File: config.mk
export PLATFORM = sky130hd
export DESIGN_NAME = shared_double_stack
export DESIGN_NICKNAME = d
export VERILOG_FILES = /design/src/rtl/sds_pkg.sv /design/src/rtl/sds_ctrl.sv /design/src/rtl/sds_datapath.sv /design/src/rtl/shared_double_stack.sv
export SDC_FILE = /design/constraint.sdc
export NUM_CORES = 1
export LEC_CHECK = 0
export ABC_AREA = 1
export BUFFER_PORTS_ARGS = -buffer_cell sky130_fd_sc_hd__buf_2
export CELL_PAD_IN_SITES_DETAIL_PLACEMENT = 2
export CELL_PAD_IN_SITES_GLOBAL_PLACEMENT = 2
export CORE_MARGIN = 2
export CORE_UTILIZATION = 25
export DETAILED_ROUTE_END_ITERATION = 7
export PLACE_DENSITY = 0.53
export SYNTH_ARGS = -nofsm -noshare
export SYNTH_HDL_FRONTEND = slang
export SYNTH_HIERARCHICAL = 1
export SYNTH_SLANG_ARGS = --single-unit
export TNS_END_PERCENT = 30
File: constraint.sdc
create_clock -name clk -period 4.2 [get_ports clk]
set_input_delay 0.42 -clock clk [delete_from_list [all_inputs] [get_ports clk]]
set_output_delay 0.42 -clock clk [all_outputs]
set_load 0.01 [all_outputs]
File: src/rtl/sds_pkg.sv
// shared types and codes for the shared double stack
// used by sds_ctrl, sds_datapath and shared_double_stack; no dependencies
`default_nettype none

package sds_pkg;

	// operation carried in the input tuser field
	typedef enum logic [1:0] {
		KIND_PUSH = 2'd0,
		KIND_POP  = 2'd1,
		KIND_PEEK = 2'd2,
		KIND_NOP  = 2'd3
	} sds_kind_t;

	// result status carried in the output tuser field
	typedef enum logic [1:0] {
		ST_DONE  = 2'd0,
		ST_FULL  = 2'd1,
		ST_EMPTY = 2'd2
	} sds_status_t;

	// controller states
	typedef enum logic [1:0] {
		S_IDLE,
		S_EXEC,
		S_RESP
	} sds_state_t;

	// commands from controller to datapath
	typedef struct packed {
		logic load;   // capture the accepted item
		logic exec;   // do the stack access and count update
	} sds_cmd_t;

	localparam int unsigned IN_VALUE_BITS  = 32;
	localparam int unsigned OUT_VALUE_BITS = 32;

endpackage

`default_nettype wire

File: src/rtl/sds_ctrl.sv
// controller state machine for the shared double stack
// depends on sds_pkg; drives the handshakes and the datapath commands
`default_nettype none

module sds_ctrl (
	input  wire logic           clk,
	input  wire logic           arst_n,
	input  wire logic           in_valid,
	output logic                in_ready,
	output logic                out_valid,
	input  wire logic           out_ready,
	output sds_pkg::sds_cmd_t   cmd
);
	import sds_pkg::*;

	sds_state_t state_q;
	sds_state_t state_d;
	logic       take;

	// input item taken when idle or while the pending result leaves
	assign in_ready = (state_q == S_IDLE) || ((state_q == S_RESP) && out_ready);
	assign take     = in_valid && in_ready;

	// next state
	always_comb begin
		state_d = state_q;
		case (state_q)
			S_IDLE: begin
				if (take) state_d = S_EXEC;
			end
			S_EXEC: begin
				state_d = S_RESP;
			end
			S_RESP: begin
				if (take) state_d = S_EXEC;
				else if (out_ready) state_d = S_IDLE;
			end
			default: begin
				state_d = S_IDLE;
			end
		endcase
	end

	// outputs
	always_comb begin
		out_valid = 1'b0;
		cmd.load  = 1'b0;
		cmd.exec  = 1'b0;
		case (state_q)
			S_IDLE: begin
				cmd.load = take;
			end
			S_EXEC: begin
				cmd.exec = 1'b1;
			end
			S_RESP: begin
				out_valid = 1'b1;
				cmd.load  = take;
			end
			default: begin
				out_valid = 1'b0;
			end
		endcase
	end

	// state register
	always_ff @(posedge clk or negedge arst_n) begin
		if (!arst_n) begin
			state_q <= S_IDLE;
		end else begin
			state_q <= state_d;
		end
	end

endmodule

`default_nettype wire

File: src/rtl/sds_datapath.sv
// datapath of the shared double stack: item registers, counts, store, result
// depends on sds_pkg; steered by sds_ctrl commands
`default_nettype none

module sds_datapath #(
	parameter int unsigned DEPTH     = 16,
	parameter int unsigned WORD_BITS = 32
) (
	input  wire logic                                   clk,
	input  wire logic                                   arst_n,
	input  sds_pkg::sds_cmd_t                           cmd,
	input  wire logic [1:0]                             in_kind,
	input  wire logic                                   in_side,
	input  wire logic [sds_pkg::IN_VALUE_BITS-1:0]      in_value,
	output sds_pkg::sds_status_t                        status,
	output logic [sds_pkg::OUT_VALUE_BITS-1:0]          read_value
);
	import sds_pkg::*;

	// only bits that can reach the 32-bit output are kept
	localparam int unsigned WB = (WORD_BITS < OUT_VALUE_BITS) ? WORD_BITS : OUT_VALUE_BITS;
	localparam int unsigned AW = $clog2(DEPTH);
	localparam int unsigned CW = $clog2(DEPTH + 1);
	localparam logic [CW-1:0] TOP   = CW'(DEPTH - 1);
	localparam logic [CW:0]   LIMIT = (CW + 1)'(DEPTH);

	logic [WB-1:0]             mem [DEPTH];
	logic [WB-1:0]             rd_q;
	sds_kind_t                 kind_q;
	logic                      side_q;
	logic [IN_VALUE_BITS-1:0]  value_q;
	logic [CW-1:0]             lower_q;
	logic [CW-1:0]             upper_q;
	sds_status_t               status_q;
	logic                      rd_sel_q;

	logic [CW:0]   total;
	logic          full;
	logic [CW-1:0] cnt;
	logic          empty;
	logic          do_push;
	logic          do_read;
	logic          do_pop;
	logic [CW-1:0] wslot;
	logic [CW-1:0] rslot;
	sds_status_t   status_d;

	// capture accepted item
	always_ff @(posedge clk) begin
		if (cmd.load) begin
			kind_q  <= sds_kind_t'(in_kind);
			side_q  <= in_side;
			value_q <= in_value;
		end
	end

	// decision logic for the current item
	assign total = {1'b0, lower_q} + {1'b0, upper_q};
	assign full  = (total >= LIMIT);
	assign cnt   = side_q ? upper_q : lower_q;
	assign empty = (cnt == '0);

	always_comb begin
		do_push  = 1'b0;
		do_read  = 1'b0;
		do_pop   = 1'b0;
		status_d = ST_DONE;
		case (kind_q)
			KIND_PUSH: begin
				if (full) status_d = ST_FULL;
				else do_push = 1'b1;
			end
			KIND_POP, KIND_PEEK: begin
				if (empty) begin
					status_d = ST_EMPTY;
				end else begin
					do_read = 1'b1;
					do_pop  = (kind_q == KIND_POP);
				end
			end
			default: begin
				status_d = ST_DONE;
			end
		endcase
	end

	// slot of the next free word and of the top word on the chosen side
	assign wslot = side_q ? (TOP - upper_q) : lower_q;
	assign rslot = side_q ? (TOP - upper_q + CW'(1)) : (lower_q - CW'(1));

	// store write and registered read
	always_ff @(posedge clk) begin
		if (cmd.exec && do_push) begin
			mem[wslot[AW-1:0]] <= value_q[WB-1:0];
		end
		if (cmd.exec) begin
			rd_q <= mem[rslot[AW-1:0]];
		end
	end

	// stack counts
	always_ff @(posedge clk or negedge arst_n) begin
		if (!arst_n) begin
			lower_q <= '0;
			upper_q <= '0;
		end else if (cmd.exec) begin
			if (do_push) begin
				if (side_q) upper_q <= upper_q + CW'(1);
				else lower_q <= lower_q + CW'(1);
			end else if (do_pop) begin
				if (side_q) upper_q <= upper_q - CW'(1);
				else lower_q <= lower_q - CW'(1);
			end
		end
	end

	// result status register
	always_ff @(posedge clk) begin
		if (cmd.exec) begin
			status_q <= status_d;
			rd_sel_q <= do_read;
		end
	end

	assign status     = status_q;
	assign read_value = rd_sel_q ? OUT_VALUE_BITS'(rd_q) : '0;

endmodule

`default_nettype wire

File: src/rtl/shared_double_stack.sv
// Two stacks in one store of DEPTH words: the lower stack grows up from entry 0 and the
// upper stack grows down from entry DEPTH-1. Each input item is a push, pop, peek or no-op on one
// side and gives exactly one result item with a status (done, full, empty) and the popped
// or peeked word (zero otherwise). Refused operations change nothing. For each item the counts
// are first looked up and the store accessed, with the read data registered, and then the result
// is offered; the next item is taken in the cycle the result is taken, so a new item is not
// accepted before the last result leaves. Words wider than 32 bits
// are held only to 32 bits, since no more can reach the output. The store has no reset;
// an entry's word only reaches the output after it has been pushed.
// depends on sds_pkg, sds_ctrl and sds_datapath
`default_nettype none

module shared_double_stack #(
	parameter int unsigned DEPTH     = 16,
	parameter int unsigned WORD_BITS = 32
) (
	input  wire logic        clk,
	input  wire logic        arst_n,
	input  wire logic        s_axis_tvalid,
	output logic             s_axis_tready,
	input  wire logic [31:0] s_axis_tdata,   // [31:0] push_value
	input  wire logic [2:0]  s_axis_tuser,   // [1:0] kind, [2] side
	output logic             m_axis_tvalid,
	input  wire logic        m_axis_tready,
	output logic [31:0]      m_axis_tdata,   // [31:0] read_value
	output logic [1:0]       m_axis_tuser    // [1:0] status
);
	import sds_pkg::*;

	sds_cmd_t    cmd;
	sds_status_t status;

	// control
	sds_ctrl u_ctrl (
		.clk       (clk),
		.arst_n    (arst_n),
		.in_valid  (s_axis_tvalid),
		.in_ready  (s_axis_tready),
		.out_valid (m_axis_tvalid),
		.out_ready (m_axis_tready),
		.cmd       (cmd)
	);

	// storage and counts
	sds_datapath #(
		.DEPTH     (DEPTH),
		.WORD_BITS (WORD_BITS)
	) u_datapath (
		.clk        (clk),
		.arst_n     (arst_n),
		.cmd        (cmd),
		.in_kind    (s_axis_tuser[1:0]),
		.in_side    (s_axis_tuser[2]),
		.in_value   (s_axis_tdata),
		.status     (status),
		.read_value (m_axis_tdata)
	);

	assign m_axis_tuser = status;

endmodule

`default_nettype wire

==> impl_results.md, run 1 <==
- Status: completed
- Placed inst area: ~26,000 sq um
- CP top delay family: simple AND/OR/NAND/NOR gates
- CP Class: flop to flop
- EDFF count, synth: approximately 580
- Rows: 112
- Worst R2R Start: u_datapath/upper_q[4]$_DFFE_PN0P_
- Final period utilization: 74.7%
- Final Hold Fails: 0
- Hold Startpoint: s_axis_tdata[9]
- I/O pins: 75
- Via count: around 15k
- RSZ-0062 raised after global routing: false
- Total gr overflow: 0
- Die area: about 97,000 sq um
- Slew headroom: 24.4%
- Final Slew Violations: 0
- Max stage delay on crit path: 0.63 ns
- Netlist Area Pre-Place: 23,600 sq um
- Die Ht: 311 um
- Pwr Total: 19.4 mW
- Port bufs: between 70 and 80
- P per Cell Area: 691 nW/um^2
- Core area: between 90,000 and 100,000 sq um
- Initial detailed-routing violation count: 903
- Distinct cells, synth: 27
- Worst hold path class: input port to flop
- Syn-to-layout area delta: 18.9%
- Tmin final: ~3.1 ns
- Worst-path cell chain: ha_1 -> nor3_1 -> nand4_1 -> inv_1 -> nand3_1 -> nor2_4 -> buf_12
- Worst-path clk slew: 0.07 ns
- Worst Tran Pin Value: 1.13 ns
- Final WL: ~70,000 um
- Total of max-cap violations: 0
- N_diodes: 0
- Critical Path RT: about 4.5 ns
- Max frequency: 319 MHz
- H-tree Lvls: 3
- ANT nets after route: 0
- Gr usage total: 14.6%
- Final setup TNS: 0 ns
- Worst reg2reg path depth: 7
- R2R setup slack: approximately 1.1 ns
- Core Util, Final: 30.0%
- Fin area: 28,100 sq um
- Yosys warning count: 6
- Worst VDD drop: 0.000588 V
- Fraction of layout cells with a size suffix above 1: 11.5%
- Yosys reg bits: slightly below 600
- FF-to-FF End: u_datapath/mem[14][10]$_DFFE_PP_
- Clk_skew: 0.0199 ns
- Post-CTS sizing: 0
- Critical Path Start Type: flop
- Vias per cell: approximately 4.6
- Worst setup EP type: flop
- CP Max Fanout: 21
- Setup violators final: 0
- Clock latency at the later pin of the worst-skew pair: 0.61 ns
- Sequential-to-total area share from yosys stat: between 70% and 80%
- Crit. Startpoint: u_datapath/upper_q[4]$_DFFE_PN0P_
- Clock sinks: 594
- Routed len/inst: 22.0 um
- WP buf/inv: 2
- Largest net degree at the start of global routing: 187
- CTS root buf: clkbuf_16
- CTS max path bufs: 3
- Leakage: 9.39 nW
- Final #Nets: 1,973
- Post-DP HPWL: 37,400 um
- Ys flop type: edfxtp_1
- # DRC: 0
- Vias in the first global route: between 15k and 20k
- Routability-driven placement congestion ratio: 0.728
- Syn_area_per_cell: 13.0 sq um
- Worst Hold Path Cells: 1
- Num CTS Buffers: 70
- Die width: between 300 and 400 um
- Global-route wire length before repair: 107,000 um
- CTS tree: done
- DR pass1 iterations: 5
- Worst Hold End: u_datapath/value_q[9]$_DFFE_PP_
- Syn Nets: 1,869
- Starting density of the core: 25.3%
- Worst Path Arrival: approximately 3.4 ns
- Slowest cell on crit path: nor2_4
- Cells after Synth: 1,816
- Initial antenna violation count: 0
- Async set-or-reset flop fraction in the synthesized netlist: 2.02%
## through the flow
stage,cells,setup slack [ns],hold slack [ns]
3_3_place_gp,3068,1.06,0.346
3_5_place_dp,3068,1.02,0.347
6_report,3220,1.06,0.0275
5_1_grt,3220,0.765,0.00361
2_1_floorplan,1816,1.01,0.124
4_1_cts,3220,0.995,0.00200
## kinds of logic after synthesis
logic type / Yosys count / synth area share [%]
buffers and inverters: 178 / 3.29
adder cells (fa/ha/maj): 14 / 0.774
flip-flops: 594 / 75.3
AO/OA/AOI/OAI: 399 / 9.89
AND/OR/NAND/NOR: 620 / 10.3
XOR/XNOR: 11 / 0.408
## final cells by class
cell class	instances	area, sq um
inverters	67	259
repair buffers	143	1120
clock buffers	90	1890
flip-flops and latches	594	17800
clock inverters	28	218
well taps	1254	1570
multi-input cells	1044	5230
fillers	9798	65400
## layout by cell type, fill, tap and decap left out, drive strengths merged, types with 12 or more instances in the layout
cell type	synthesis	final
nand3	84	84
o21ai	264	264
dfrtp	12	12
edfxtp	582	582
inv	67	68
buf	57	109
clkbuf	54	90
nor2	407	407
dlygate4sd3	0	34
ha	13	13
nand2	123	123
clkinv	0	23
o211ai	128	128
## Yosys cell counts, types with 4 or more instances
master,n,area (sq um)
a21oi_1,4,20.0
buf_1,5,18.8
buf_2,40,200
buf_4,12,90.1
clkbuf_1,46,173
clkbuf_2,8,40.0
dfrtp_1,12,300
edfxtp_1,582,17500
ha_1,13,163
inv_1,64,240
nand2_1,123,462
nand3_1,84,420
nor2_1,407,1530
o211ai_1,128,961
o21ai_0,250,1250
o21ai_1,11,55.1
xor2_1,9,78.8
## sequential cells by signal, indices dropped and copies added, names as in the netlist
name	cells
u_datapath/mem	512
u_datapath/rd_q	32
u_datapath/value_q	32
u_datapath/lower_q	5
u_datapath/upper_q	5
u_ctrl/state_q	2
u_datapath/kind_q	2
u_datapath/status	2
u_datapath/rd_sel_q	1
u_datapath/side_q	1
## repair_timing
action	CTS	global route
hold buffers	34	0
endpoints found under the hold margin	45	0
setup endpoints to repair	0	0
buffers inserted	0	0
## how the worst max path moves through the flow
stage                                                   to  slack [ns]  cells past startpoint
after floorplan             u_datapath/mem[0][0]$_DFFE_PP_        1.01                      6
after global placement    u_datapath/mem[11][12]$_DFFE_PP_        1.06                     11
after detailed placement  u_datapath/mem[14][12]$_DFFE_PP_        1.02                     11
after CTS                  u_datapath/mem[14][9]$_DFFE_PP_        0.99                     11
after global routing         u_datapath/rd_q[12]$_DFFE_PP_        0.77                      9
final                     u_datapath/mem[14][10]$_DFFE_PP_        1.06                      7
## worst register-to-register path: stages (launching register included)
cell and delay (ns):
dfrtp_1 0.43, ha_1 0.29, nor3_1 0.38, nand4_1 0.28, inv_1 0.18, nand3_1 0.34, nor2_4 0.63, buf_12 0.28
## where the power goes
group          internal (mW)  switching [mW]  leakage (nW)
logic                   1.88            4.51          2.94
clock network           3.35            2.43          1.04
registers               6.97           0.252          5.41
## per-layer routing
| metal | wire [um] | part of all wire, % | GRT usage [%] |
|---|---|---|---|
| met5 | 0 | 0 | 0 |
| met4 | 1600 | 2.3 | 3.82 |
| met3 | 1920 | 2.7 | 2.12 |
| met2 | 34200 | 48 | 24.5 |
| met1 | 33000 | 47 | 19.6 |
Power figures use the tool's default switching activity.
==> run 2: changes to the inputs <==
Settings changed: ABC_AREA 1 to 0, PLACE_DENSITY 0.53 to 0.48.
Clock period 4.2 ns to 3.14 ns, I/O delays scaled along.
==> run 2 against run 1 <==
Effect of this change:
- hold slack gained 0.061 ns
- global-route usage shrank 1.7 points
- clock power grew 30%
- sequential share of layout area shrank 0.79 points
- synthesized cell count shrank 43%
- first-iteration DRC count shrank 32%
- sequential cell count is the same
- clock skew shrank 0.0040 ns
- via count shrank 25%
- total power grew 26%
- highest routed layer unchanged
==> impl_results.md, run 2 <==
- Worst VDD drop: slightly below 0.0006 V
- Clock sinks: between 500 and 600
- Worst R2R Start: u_datapath/lower_q[1]$_DFFE_PN0P_
- Largest net degree at the start of global routing: 52
- Synth top area cells: edfxtp_1, mux4_2, mux2i_1, mux4_1, dfrtp_1
- Synth Area in Adders: 0.785%
- Global-route wire length before repair: 87,700 um
- Synth Area in XOR/XNOR: 0.452%
- Crit. Startpoint: u_datapath/lower_q[1]$_DFFE_PN0P_
- Post-Layout Cell Count: 2,539
- Max stage delay on crit path: 0.46 ns
- CTS root buf: clkbuf_16
- Sequential-to-total area share from yosys stat: 76.4%
- Worst path depth: 11
- Total of max-cap violations: 0
- Netlist Area Pre-Place: between 20,000 and 25,000 sq um
- Distinct cells, synth: 46
- FF-to-FF End: u_datapath/upper_q[4]$_DFFE_PN0P_
- Ys flop type: edfxtp_1
- Initial antenna violation count: 3
- CP Class: flop to flop
- Commonest non-fill, non-tap cell in the layout: edfxtp_1
- Critical Path RT: 3.62 ns
- R2R setup slack: between 0.2 and 0.3 ns
- Simple-gate share of the synthesized area: 2.09%
- Clock latency at the later pin of the worst-skew pair: 0.61 ns
- Rows: between 100 and 150
- Die width: 309 um
- Routability-driven placement congestion ratio: 0.706
- Tmin final: between 2 and 3 ns
- Cell with the most instances after synthesis: edfxtp_1
- Worst-path cell chain: ha_1 -> and4_1 -> o21ai_2 -> and3_2 -> inv_2 -> fa_1 -> a21o_1 -> a21oi_1 -> and3_1 -> mux2i_1 -> xnor2_1
- RSZ-0062 raised after global routing: false
- P per Cell Area: between 800 and 900 nW/um^2
- I/O pins: 75
- Cells after Synth: 1,028
- Port bufs: 74
- Fraction of layout cells with a size suffix above 1: 27.9%
- CTS tree: done
- CP top delay family: adder cells
- Crit path to: u_datapath/upper_q[4]$_DFFE_PN0P_
- # DRC: 0
- DR pass1 iterations: 4
- Total gr overflow: 0
- N_diodes: 0
- Synth Area in Compound Gates: 0.942%
- Commonest cells in the netlist: edfxtp_1, mux2i_1, mux4_2
- Worst-path clk slew: 0.06 ns
- Minimum hold slack: 0.0887 ns
- Fillers: roughly 9.2k
- Final Slew Violations: 0
- Max frequency: 351 MHz
- Die Ht: 309 um
- Slew headroom: 47.5%
- Die area: 95,500 sq um
- Worst reg2reg path depth: 11
- Commonest non-fill, non-tap cells in the layout: edfxtp_1, mux2i_1, mux4_2
- Final #Nets: about 1.3k
- Worst setup EP type: flop
- Final period utilization: approximately 91%
- WP buf/inv: 1
- Status: completed
- Critical Path Start Type: flop
- Worst Path Arrival: 3.33 ns
- Final WL: ~60,000 um
- Yosys warning count: 6
- Gr usage total: 12.8%
- CP Max Fanout: 10
- Yosys reg bits: 594
- CTS max path bufs: 3
- Worst hold path class: input port to flop
- Max reg flops: 512
- Core area: between 90,000 and 100,000 sq um
- Starting density of the core: 25.3%
- EDFF count, synth: 582
- H-tree Lvls: 3
- Vias per cell: 4.32
- Largest family of logic cells by synthesized area: multiplexers
- Final setup TNS: 0 ns
- Syn Nets: 1,081
- Initial detailed-routing violation count: 613
- Clk_skew: roughly 0.016 ns
- Vias in the first global route: 12.4k
- Synth top area share: 75.1%
- Leakage: 9.49 nW
- Mux cell area share after synthesis: 17.5%
- Num CTS Buffers: 70
- Largest area contributor in the netlist: edfxtp_1
- Placed cells: 2,377
- Syn-to-layout area delta: 22.2%
- Via count: 11.0k
- Worst Tran Pin Value: 0.771 ns
- ANT nets after route: 0
- Routed len/inst: about 24 um
- Async set-or-reset flop fraction in the synthesized netlist: approximately 2.0%
- Setup violators final: 0
- Syn_area_per_cell: around 23 sq um
- Slowest cell on crit path: dfrtp_1
- Final Hold Fails: 0
- Post-DP HPWL: 34,500 um
## run 2: layer usage
metal	up-vias	wire, um	global-route usage, %
li1	4731	-	-
met1	5974	27500	17.2
met2	186	29600	21.6
met3	73	2170	2.15
met4	0	1040	3.13
met5	-	0	0
## run 2: final cells by class
cell class	count	area [sq um]	share of cell area [%]
clock buffer	92	1870	6.56
clock inverter	33	243	0.854
inverter	10	37.5	0.132
multi-input combinational	378	5240	18.4
sequential	594	17800	62.6
tap	1243	1560	5.47
timing repair buffer	189	1700	5.99
## run 2: timing repair
| action | 4_1_cts | 5_1_grt |
|---|---|---|
| setup buffers | 0 | 0 |
| hold buffers | 37 | 0 |
| gates resized for setup | 0 | 1 |
| endpoints found under the setup margin | 0 | 1 |
| endpoints found under the hold margin | 48 | 0 |
## run 2: cells by family (layout without fill, tap and decap cells)
| group | Yosys count | in the layout |
|---|---|---|
| AO/OA/AOI/OAI | 31 | 31 |
| multiplexers | 231 | 231 |
| adder cells (fa/ha/maj) | 14 | 14 |
| flip-flops | 594 | 594 |
| XOR/XNOR | 12 | 12 |
| buffers and inverters | 56 | 324 |
| AND/OR/NAND/NOR | 90 | 90 |
## run 2: worst reg2reg max path: stages (launching register included)
cell	delay [ns]
dfrtp_1	0.46
ha_1	0.32
and4_1	0.22
o21ai_2	0.15
and3_2	0.27
inv_2	0.15
fa_1	0.44
a21o_1	0.18
a21oi_1	0.17
and3_1	0.17
mux2i_1	0.08
xnor2_1	0.13
## run 2: stage by stage
step | worst slack [ns] | instance area [sq um] | utilization (%) | power, mW
floorplan | -0.248 | 23300 | - | 14.7
global placement | 0.284 | 25900 | 28.2 | 17.3
detailed placement | 0.199 | 25900 | 28.2 | 17.3
CTS | 0.173 | 28400 | 30.9 | 25.0
global route | 0.0489 | 28400 | 30.9 | 25.7
finish | 0.291 | 28400 | 30.9 | 24.4
## run 2: report_power, final
| part | leakage (nW) | switching [mW] | total, mW | internal (mW) |
|---|---|---|---|---|
| logic | 3.06 | 3.72 | 7.23 | 3.52 |
| registers | 5.41 | 0.340 | 9.68 | 9.34 |
| clock network | 1.02 | 3.24 | 7.53 | 4.29 |
## run 2: worst min-delay path by stage
| stage | endpoint | startpoint | slack [ns] | cells after the start |
|---|---|---|---|---|
| finish | u_ctrl/state_q[1]$_DFFE_PN0P_ | m_axis_tready | 0.09 | 3 |
| global route | u_ctrl/state_q[1]$_DFFE_PN0P_ | m_axis_tready | 0.08 | 3 |
| CTS | u_ctrl/state_q[1]$_DFFE_PN0P_ | m_axis_tready | 0.05 | 3 |
| detailed placement | u_ctrl/state_q[0]$_DFFE_PN0P_ | arst_n | 0.24 | 1 |
| global placement | u_ctrl/state_q[1]$_DFFE_PN0P_ | arst_n | 0.23 | 1 |
| floorplan | u_ctrl/state_q[0]$_DFFE_PN0P_ | arst_n | 0.02 | 0 |
==> run 3: changes to the inputs <==
Settings changed: BUFFER_PORTS_ARGS -buffer_cell sky130_fd_sc_hd__buf_2 to default, CELL_PAD_IN_SITES_DETAIL_PLACEMENT 2 to 1, DONT_BUFFER_PORTS from default to 1.
==> run 3 against run 2 <==
Effect of this change:
- core utilization shrank 0.25 points
- hold slack gained 0.10 ns
- sequential share of layout area grew 0.51 points
- clock-buffer cell count shrank 1
- register-to-register slack lost 0.04 ns
- first-iteration DRC count grew 24%
- critical path type unchanged
- cell area shrank 0.80%
==> impl_results.md, run 3 (synthesis gave the netlist of run 2 again) <==
- Status: completed
- Switching share of power: between 20% and 30%
- CTS root buf: clkbuf_16
- Critical Path Start Type: flop
- Initial detailed-routing violation count: approximately 760
- H-tree Lvls: 3
- CTS max path bufs: 3
- Placed inst area: 25,500 sq um
- Worst setup EP type: flop
- Setup violators final: 0
- Slew headroom: 46.0%
- Largest net degree at the start of global routing: 57
- Worst-path clk slew: 0.06 ns
- Max frequency: 346 MHz
- Gr usage total: approximately an eighth
- Die area: between 90,000 and 100,000 sq um
- Port bufs: 0
- RSZ-0062 raised after global routing: false
- ANT nets after route: 0
- Die Ht: 309 um
- Final Hold Fails: 0
- R2R setup slack: roughly 0.25 ns
- CP Max Fanout: 10
- P per Cell Area: 875 nW/um^2
- Total gr overflow: 0
- Routed len/inst: 23.9 um
- Routability-driven placement congestion ratio: 0.681
- Final #Nets: 1,214
- Commonest non-fill, non-tap cells in the layout: edfxtp_1, mux2i_1, mux4_2
- Tmin final: 2.89 ns
- Final WL: between 50,000 and 60,000 um
- Starting density of the core: 25.3%
- Commonest non-fill, non-tap cell in the layout: edfxtp_1
- Worst VDD drop: 0.000518 V
- Switching power total: 7.21 mW
- Fin area: 28,200 sq um
- CTS tree: done
- Fraction of layout cells with a size suffix above 1: 23.1%
- Worst hold path class: input port to async pin
- Rows: roughly 110
- Internal power: 17.5 mW
- Post-CTS Setup Bufs: 0
- Worst Path Arrival: about 3.4 ns
- Fillers: 9,237
- Max reg flops: around 500
- Clock sinks: 594
- Core Util, Final: slightly above 30%
- Via count: 10.6k
- CP Class: flop to flop
- I/O pins: 75
- Worst Tran Pin Value: 0.809 ns
- Post-DP HPWL: roughly 32,000 um
- Sequential power share: about 40%
- Die width: ~310 um
- Syn-to-layout area delta: 21.2%
- Leakage: about 9 nW
- Clk_skew: 0.0283 ns
- Clk pwr share: between 30% and 40%
- Final setup TNS: 0 ns
- Global-route wire length before repair: between 80,000 and 90,000 um
- Critical Path RT: 3.63 ns
- Gate power share: ~28%
- Final Slew Violations: 0
- Core area: 91,900 sq um
- DR pass1 iterations: 4
- Num CTS Buffers: 70
- Final period utilization: 92.1%
- Initial antenna violation count: 6
- Total of max-cap violations: 0
- # DRC: 0
- Vias per cell: 4.31
- Vias in the first global route: 11.6k
- Clock latency at the later pin of the worst-skew pair: roughly 0.61 ns
## run 3: cell types whose count changed in the layout (fill, tap and decap cells not counted), sizes merged
cell	delta
buf	-84
bufinv	+7
clkinv	-6
diode	+3
dlygate4sd3	+2
clkbuf	-1
## run 3: per-layer routing
layer / track usage, % / part of all wire (%)
met1: 17.5 / 47
met2: 19.9 / 47
met5: 0 / 0.039
met4: 3.43 / 1.9
met3: 2.29 / 4.1
## run 3: layout make-up
| class | instances | area (sq um) | share of cell area [%] |
|---|---|---|---|
| clock inverter | 34 | 427 | 1.51 |
| sequential | 594 | 17800 | 63.1 |
| clock buffer | 91 | 1870 | 6.64 |
| timing repair buffer | 107 | 1280 | 4.53 |
| inverter | 10 | 37.5 | 0.133 |
| antenna | 3 | 7.51 | 0.0266 |
| tap | 1243 | 1560 | 5.52 |
| multi-input combinational | 378 | 5240 | 18.6 |
## run 3: what timing repair did
action | 4_1_cts | 5_1_grt
endpoints found under the hold margin | 49 | 0
hold buffers | 39 | 0
gates resized for setup | 0 | 1
endpoints found under the setup margin | 0 | 1
## run 3: path summary, 6_finish.rpt
check,from,endpoint,cells after the start
worst max-delay path,u_datapath/upper_q[2]$_DFFE_PN0P_,u_datapath/upper_q[4]$_DFFE_PN0P_,11
worst min-delay path,arst_n,u_ctrl/state_q[1]$_DFFE_PN0P_,1
worst max register to register,u_datapath/upper_q[2]$_DFFE_PN0P_,u_datapath/upper_q[4]$_DFFE_PN0P_,11
worst min register to register,u_datapath/lower_q[4]$_DFFE_PN0P_,u_datapath/lower_q[4]$_DFFE_PN0P_,1
max in group asynchronous,arst_n,u_datapath/upper_q[2]$_DFFE_PN0P_,1
min in group clk,s_axis_tdata[22],u_datapath/value_q[22]$_DFFE_PP_,1
## run 3: per-stage QoR
| step | worst slack [ns] | std cells | hold slack [ns] | power (mW) |
|---|---|---|---|---|
| 2_1_floorplan | -0.248 | 1028 | 0.0184 | 14.7 |
| 3_3_place_gp | 0.256 | 2293 | 0.0190 | 16.9 |
| 3_5_place_dp | 0.223 | 2293 | 0.0190 | 16.9 |
| 4_1_cts | 0.203 | 2457 | 0.204 | 25.2 |
| 5_1_grt | 0.0333 | 2458 | 0.225 | 25.9 |
| 6_report | 0.247 | 2460 | 0.192 | 24.7 |
## run 3: power groups by stage
stage,logic (mW),registers [mW],clock network (mW)
2_1_floorplan,4.96,9.69,0
3_3_place_gp,7.00,9.88,0
3_5_place_dp,6.96,9.89,0
4_1_cts,7.04,9.73,8.44
5_1_grt,7.40,9.78,8.72
6_report,6.81,9.71,8.16
## run 3: worst max-delay path, stage by stage, from the launching register on
cell	delay [ns]
dfrtp_2	0.47
ha_1	0.31
and4_1	0.19
o21ai_2	0.15
and3_1	0.30
inv_2	0.17
fa_1	0.44
a21o_1	0.18
a21oi_1	0.17
and3_1	0.17
mux2i_1	0.09
xnor2_1	0.14
